[src/gbfs_pkg.sv]
`timescale 1ns / 1ps
// ----------------------------------------------------------------------------
// gbfs_pkg
// Shared codes, widths and types for the grid breadth-first search block.
// ----------------------------------------------------------------------------
package gbfs_pkg;

	localparam int CFG_W    = 6;
	localparam int APB_AW   = 3;
	localparam int APB_DW   = 32;
	localparam int FUNC_W   = 2;
	localparam int KIND_W   = 2;
	localparam int STAT_W   = 2;
	localparam int POS_W    = 5;
	localparam int LEN_W    = 10;

	localparam logic [CFG_W-1:0] DIM_RESET = 6'd32;

	localparam logic REG_ROWS = 1'b0;
	localparam logic REG_COLS = 1'b1;

	localparam logic [FUNC_W-1:0] FUNC_LOAD   = 2'd0;
	localparam logic [FUNC_W-1:0] FUNC_SEARCH = 2'd1;
	localparam logic [FUNC_W-1:0] FUNC_FETCH  = 2'd2;
	localparam logic [FUNC_W-1:0] FUNC_UNUSED = 2'd3;

	localparam logic [KIND_W-1:0] KIND_DIRTY = 2'd0;
	localparam logic [KIND_W-1:0] KIND_WALL  = 2'd1;
	localparam logic [KIND_W-1:0] KIND_FREE  = 2'd2;
	localparam logic [KIND_W-1:0] KIND_ROBOT = 2'd3;

	localparam logic [STAT_W-1:0] STAT_OK      = 2'd0;
	localparam logic [STAT_W-1:0] STAT_NO_DIRT = 2'd1;
	localparam logic [STAT_W-1:0] STAT_EMPTY   = 2'd2;

	localparam logic [1:0] DIR_RIGHT = 2'd0;
	localparam logic [1:0] DIR_LEFT  = 2'd1;
	localparam logic [1:0] DIR_DOWN  = 2'd2;
	localparam logic [1:0] DIR_UP    = 2'd3;

	typedef struct packed {
		logic [CFG_W-1:0] rows;
		logic [CFG_W-1:0] cols;
	} cfg_regs_t;

endpackage

[src/gbfs_cfg.sv]
`timescale 1ns / 1ps
// ----------------------------------------------------------------------------
// gbfs_cfg
// APB register file holding the grid dimensions.
// ----------------------------------------------------------------------------
module gbfs_cfg (
	input  logic                       clk,
	input  logic                       arst_n,
	input  logic                       psel,
	input  logic                       penable,
	input  logic                       pwrite,
	input  logic [gbfs_pkg::APB_AW-1:0] paddr,
	input  logic [gbfs_pkg::APB_DW-1:0] pwdata,
	output logic [gbfs_pkg::APB_DW-1:0] prdata,
	output logic                       pready,
	output gbfs_pkg::cfg_regs_t        regs
);
	import gbfs_pkg::*;

	logic [CFG_W-1:0] rows_q;
	logic [CFG_W-1:0] cols_q;
	logic             wr_en;
	logic             reg_idx;

	assign pready  = 1'b1;
	assign reg_idx = paddr[2];
	assign wr_en   = psel && penable && pwrite;

	always_ff @(posedge clk or negedge arst_n) begin
		if (!arst_n) begin
			rows_q <= DIM_RESET;
			cols_q <= DIM_RESET;
		end else if (wr_en) begin
			if (reg_idx == REG_ROWS) begin
				rows_q <= pwdata[CFG_W-1:0];
			end else begin
				cols_q <= pwdata[CFG_W-1:0];
			end
		end
	end

	assign prdata    = (reg_idx == REG_COLS) ? APB_DW'(cols_q) : APB_DW'(rows_q);
	assign regs.rows = rows_q;
	assign regs.cols = cols_q;
endmodule

[config.mk]
export PLATFORM = sky130hd
export DESIGN_NAME = gbfs_cfg
export DESIGN_NICKNAME = d
export VERILOG_FILES = /design/src/gbfs_pkg.sv /design/src/gbfs_cfg.sv
export SDC_FILE = /design/constraint.sdc
export NUM_CORES = 1
export LEC_CHECK = 0
export ABC_AREA = 1
export BUFFER_PORTS_ARGS = -buffer_cell sky130_fd_sc_hd__buf_2
export CAP_MARGIN = 20
export CORE_ASPECT_RATIO = 0.9
export CORE_MARGIN = 2
export CORE_UTILIZATION = 30
export DETAILED_ROUTE_END_ITERATION = 10
export PLACE_DENSITY = 0.84
export SYNTH_ARGS = -nofsm -noshare
export SYNTH_HDL_FRONTEND = slang
export SYNTH_SLANG_ARGS = --single-unit
[constraint.sdc]
create_clock -name clk -period 0.8 [get_ports clk]
set_input_delay 0.16 -clock clk [delete_from_list [all_inputs] [get_ports clk]]
set_output_delay 0.16 -clock clk [all_outputs]
set_load 0.1 [all_outputs]
==> metrics.cfg, run 1 <==
[status]
status = finished, violations left
violations = setup timing

[die]
die_w_um = 57.8
die_area_um2 = 3030
core_area_um2 = 2470
die_h_um = 52.4
num_io_pins = 85
start_util = 0.317
rows = 17

[power]
ir_worst_vdd_mv = 1.90
powerDensity_nw_per_um2 = 2880
total_power_mw = 5.18
leakage_nw = 0.918

[logic_synthesis]
syn_area_um2 = 782
synth_compound_area_frac = 0
synthFlopType = dfrtp_1
synth.top_cell.area_share = 0.320
synth-adder-area-share = 0
synth_common_cells = nand2_1, buf_4, nand3_1
synthMuxAreaShare = 0
seq_area_frac_synth = 0.387
yosys.area_share.simple = 0.307
avgSynthCellArea_um2 = 7.52
synthArstFlopShare = 1.00
yosysMostFrequentCell = nand2_1
yosys_warnings = 0
ys_types = 11
synth_cells = 104
synth_edf_count = 0
yosys-top-cells-area = dfrtp_1, buf_4, nand2_1
synth_xor_area_frac = 0
ys_ff_latch = 12
synth_top_cell_by_area = dfrtp_1
synth_top_family_by_area = simple AND/OR/NAND/NOR gates

[place]
place_congestion = 0.716
hpwl_um = 1750
port_buffers = 29
post-place-ws_ns = -0.283
dpl_cell_area_um2 = 1500

[worst_hold_path]
hold_path_depth = 3
hold_path_startpoint = pwdata[5]
min_to = rows_q[5]$_DFFE_PN1P_
min_path_type = input port to register

[timing]
hold_viol_final = 0
maxSlewViolCount = 0
finalCritPeriodShare = 1.75
fin_worst_skew_ns = 0
finalSetupViolCount = 28
min_period_ns = 1.40
fin_ws_ns = -0.599
fmaxAchievable_mhz = 715
rsz0062_at_grt = yes

[clock_tree]
root_buffer = clkbuf_4
htreeDepth = 1
cts_tree = built
clockBufferDepth = 2
insertion_delay_ns = 0.28
clk_pin_slew_ns = 0.08
clock-sinks = 12
numCtsBuffers = 3

[critical_path]
worstReg2RegStart = cols_q[3]$_DFFE_PN0P_
r2r_end = cols_q[3]$_DFFE_PN0P_
r2r_slack_ns = -0.26
cp.required_ns = 0.64
end_kind = output pin
crit_fanout = 3
cp.arrival_ns = 1.24
r2r.worst_path.cells = 5
critPathLaunchType = register
critical_path_class = register to output pin

[route]
vias_per_cell = 4.47
vias = 894
routed_wl_um = 2980
wl_per_cell_um = 14.9
dr.pass1.iters = 4
drc = 0
drt_iter0_drc = 24
final_antenna_net_count = 0

[cells_and_area]
area_growth_pct = 130
diodes = 0
nets = 213
drive_above_1_share = 0.680
final_area_um2 = 1800
fin_util = 0.729
fill_cells = 125

[grt]
grt_overflow_total = 0
antenna_found_initial = 0
track_usage = 0.177
grt_max_degree = 13
grt_pass1_wl_um = 3890
grt_pass1_vias = 833

[flow_run]
cap_violations = 0

where the power goes:
group          leakage [nW]  internal (mW)  total (mW)  switching [mW]
clock                0.0150          0.194       0.420           0.226
sequential            0.135          0.810       0.964           0.153
combinational         0.768           1.35        3.80            2.45
layout make-up:
class | count | area, um^2 | area share
Timing Repair Buffer | 69 | 822 | 0.457
Multi-Input combinational cell | 85 | 561 | 0.312
Sequential cell | 12 | 348 | 0.193
Tap cell | 28 | 35.0 | 0.0195
Clock buffer | 4 | 26.3 | 0.0146
Inverter | 2 | 7.51 | 0.00417
timing repair:
| item | 4_1_cts | 5_1_grt |
|---|---|---|
| gates resized for setup | 28 | 22 |
| hold buffers | 1 | 0 |
| setup endpoints to repair | 29 | 30 |
| endpoints found under the hold margin | 10 | 0 |
| pin swaps | 11 | 2 |
| setup buffers | 4 | 10 |
cell families (layout without fill, tap and decap cells):
kind of cell | after synthesis | after routing
and+or+nand+nor | 58 | 58
DFF | 12 | 12
other | 2 | 27
buffers and inverters | 32 | 75
critical path, cell delays in order, from the launching register on:
cell and delay, ns:
dfstp_4 0.65, nand2_4 0.07, nand2_8 0.06, buf_12 0.16
registers in the layout, indices dropped and copies added (netlist names):
register	cells
cols_q	6
rows_q	6
per-layer routing:
metal	routed length (um)	track usage	vias to the layer above
met5	0	0	-
li1	-	-	405
met2	1750	0.350	44
met3	170	0.0296	5
met1	1010	0.184	440
met4	47	0.0698	0
metrics by stage:
stage          std cells  hold slack (ns)  setup TNS (ns)
3_5_place_dp         182           0.0496           -5.27
2_1_floorplan        129           -0.136           -3.22
4_1_cts              191            0.124           -8.87
6_report             200            0.128          -10.23
3_3_place_gp         182           0.0493           -4.91
5_1_grt              200            0.133          -11.00
cells in the final DEF, fill, tap and decap left out:
cell type,instances
clkbuf_4,3
buf_2,11
conb_1,27
dfrtp_4,10
buf_12,20
buf_6,21
dfstp_4,2
inv_2,1
nand2_1,11
inv_1,1
nand2_4,14
dlygate4sd3_1,1
nand2_2,13
nand3_1,12
nand2_8,5
nand4_1,2
clkbuf_1,1
nor2_2,1
buf_4,16
worst max path at each step:
stage | start | to | slack (ns) | cells after the start
2_1_floorplan | rows_q[5]$_DFFE_PN1P_ | prdata[5] | -0.42 | 2
3_3_place_gp | rows_q[5]$_DFFE_PN1P_ | prdata[5] | -0.28 | 3
3_5_place_dp | paddr[2] | prdata[1] | -0.28 | 7
4_1_cts | rows_q[5]$_DFFE_PN1P_ | prdata[5] | -0.59 | 3
5_1_grt | cols_q[5]$_DFFE_PN1P_ | prdata[5] | -0.63 | 3
6_report | cols_q[5]$_DFFE_PN1P_ | prdata[5] | -0.60 | 3
No activity file was read; power rests on OpenSTA's default activity.
==> run 2: changes to the inputs <==
SETUP_SLACK_MARGIN = 0.15   (was default)
==> run 2 against run 1 <==
The flow still finishes with violations (setup timing); die area did not move; sequential power rose by 0.8%; utilization rose by 1.0 points; global-route usage did not move; critical path depth did not move; via count rose by 3.9%; worst setup slack got worse by 0.0053 ns; final cell count rose by 1.0%; combinational power barely moved; clock skew did not move; clock power rose by 2%.
==> metrics.cfg, run 2 (synthesis results as in run 1) <==
[status]
status = finished, violations left
violations = setup timing

[place]
post-place-ws_ns = -0.283  ; unchanged
hpwl_um = 1750  ; unchanged
place_congestion = 0.716  ; unchanged
port_buffers = 29  ; unchanged
dpl_cell_area_um2 = 1500  ; unchanged
placedCellCount = 182  ; unchanged

[timing]
min_period_ns = 1.40  ; +0.00529 ns
finalSetupViolCount = 28  ; unchanged
fmaxAchievable_mhz = 712  ; -0.38%
rsz0062_at_grt = yes
finalCritPeriodShare = 1.76  ; +0.00661
fin_setup_tns_ns = -10.47  ; -0.238 ns
maxSlewViolCount = 0  ; unchanged
hold_viol_final = 0  ; unchanged
fin_ws_ns = -0.605  ; -0.00529 ns
fin_worst_skew_ns = 0  ; unchanged

[cells_and_area]
final_cell_mix = conb_1, buf_6, buf_12
regArea_um2 = 348  ; unchanged
stdcell_count = 202  ; +1.0%
area_growth_pct = 133
drive_above_1_share = 0.690  ; +0.00942
layout_commonest_cell = conb_1
nets = 215  ; +0.94%
diodes = 0  ; unchanged
multi_input_area_um2 = 563  ; +0.45%
final_area_um2 = 1820  ; +1.4%
reg_top3 = cols_q: 6 flops, rows_q: 6 flops
fill_cells = 120  ; -4.0%

[grt]
grt_max_degree = 13  ; unchanged
grt_pass1_wl_um = 3890  ; unchanged
antenna_found_initial = 0  ; unchanged
grt_overflow_total = 0  ; unchanged
track_usage = 0.177  ; unchanged
grt_pass1_vias = 829  ; -0.48%

[power]
leakage_nw = 0.931  ; +1.4%
intPower_mw = 2.38  ; +0.89%
p_sw_mw = 2.85  ; +0.84%
power.share.clock = 0.082  ; about the same
sequentialPowerShare = 0.186  ; about the same
ir_worst_vdd_mv = 1.97  ; +3.9%
sw_frac_of_total = 0.545  ; about the same
p_comb_frac = 0.732  ; about the same
total_power_mw = 5.23  ; +0.86%
powerDensity_nw_per_um2 = 2870  ; -0.52%

[route]
final_antenna_net_count = 0  ; unchanged
routed_wl_um = 3130  ; +5.2%
vias = 929  ; +3.9%
drt_iter0_drc = 30  ; +25%
wl_per_cell_um = 15.5  ; +4.1%
vias_per_cell = 4.60  ; +2.9%
drc = 0  ; unchanged
dr.pass1.iters = 6  ; +2

[critical_path]
r2r.worst_path.cells = 5  ; unchanged
cp_cell_sequence = nand2_4, nand2_8, buf_12
worstReg2RegStart = cols_q[2]$_DFFE_PN0P_
cp-endpoint = prdata[5]
crit_buf_inv = 1  ; unchanged
cpMaxStageDelayCell = dfstp_4
critPathLaunchType = register
crit_fanout = 3  ; unchanged
r2r_slack_ns = -0.28  ; -0.02 ns
cp.required_ns = 0.64  ; about the same
critical_path_class = register to output pin
cp.depth = 3  ; unchanged
cp.arrival_ns = 1.24  ; about the same
path_delay_family = flip-flops
end_kind = output pin
slowest_delay_ns = 0.65  ; about the same
r2r_end = cols_q[2]$_DFFE_PN0P_
crit_path_start = cols_q[5]$_DFFE_PN1P_

[die]
core_area_um2 = 2470  ; unchanged
die_h_um = 52.4  ; unchanged
die_w_um = 57.8  ; unchanged
num_io_pins = 85  ; unchanged
rows = 17  ; unchanged
start_util = 0.317  ; unchanged
die_area_um2 = 3030  ; unchanged

[clock_tree]
cts_tree = built
htreeDepth = 1  ; unchanged
insertion_delay_ns = 0.29  ; about the same
numCtsBuffers = 3  ; unchanged
clock-sinks = 12  ; unchanged
clk_pin_slew_ns = 0.08  ; about the same
clockBufferDepth = 2  ; unchanged
root_buffer = clkbuf_4

[flow_run]
cap_violations = 0  ; unchanged

[worst_hold_path]
min_path_type = input port to register

-- run 2: cell count changes in the layout (fill, tap and decap cells not counted), sizes merged --
| cell | delta |
|---|---|
| buf | +2 |
-- run 2: timing repair --
| item | in CTS | in global routing |
|---|---|---|
| endpoints found under the hold margin | 10 | 0 |
| endpoints found under the setup margin | 30 | 30 |
| buffers inserted | 4 | 11 |
| resized for setup | 29 | 23 |
| hold buffers | 1 | 0 |
| pin swaps | 11 | 1 |
-- run 2: cell type report --
type | count | share of cell area
clock buffers | 4 | 0.0144
inverters | 2 | 0.00412
multi-input cells | 85 | 0.309
flip-flops and latches | 12 | 0.191
well taps | 28 | 0.0192
repair buffers | 71 | 0.463
-- run 2: worst min path at each step --
| stage | from | to | slack, ns | cells past startpoint |
|---|---|---|---|---|
| 5_1_grt | pwdata[5] | rows_q[5]$_DFFE_PN1P_ | 0.13 | 3 |
| 3_5_place_dp | arst_n | cols_q[2]$_DFFE_PN0P_ | 0.05 | 1 |
| 3_3_place_gp | arst_n | cols_q[2]$_DFFE_PN0P_ | 0.05 | 1 |
| 2_1_floorplan | arst_n | cols_q[0]$_DFFE_PN0P_ | -0.14 | 0 |
| 4_1_cts | pwdata[1] | cols_q[1]$_DFFE_PN0P_ | 0.12 | 3 |
| 6_report | pwdata[5] | rows_q[5]$_DFFE_PN1P_ | 0.11 | 3 |
-- run 2: per-stage QoR --
step                      hold WS (ns)   util
after floorplan                 -0.136      -
after global placement          0.0493  0.606
after detailed placement        0.0496  0.606
after CTS                        0.124  0.675
after global routing             0.128  0.739
final                            0.109  0.739
-- run 2: per-layer routing --
layer | share of wire | wire length (um) | global-route usage
met1 | 0.36 | 1140 | 0.184
met2 | 0.54 | 1690 | 0.350
met3 | 0.086 | 269 | 0.0296
met4 | 0.011 | 35 | 0.0698
met5 | 0 | 0 | 0
-- run 2: power groups by stage --
stage	sequential [mW]	clock [mW]	combinational [mW]
after floorplan	1.79	0	1.40
after global placement	0.913	0	3.30
after detailed placement	0.922	0	3.33
after CTS	0.952	0.408	3.52
after global routing	0.982	0.468	3.92
final	0.972	0.429	3.83
-- run 2: worst register-to-register path, stage by stage, from the launching register on --
cell and delay [ns]:
dfrtp_4 0.51, buf_6 0.14, buf_6 0.11, buf_6 0.10, nand2_2 0.05, nand2_1 0.06
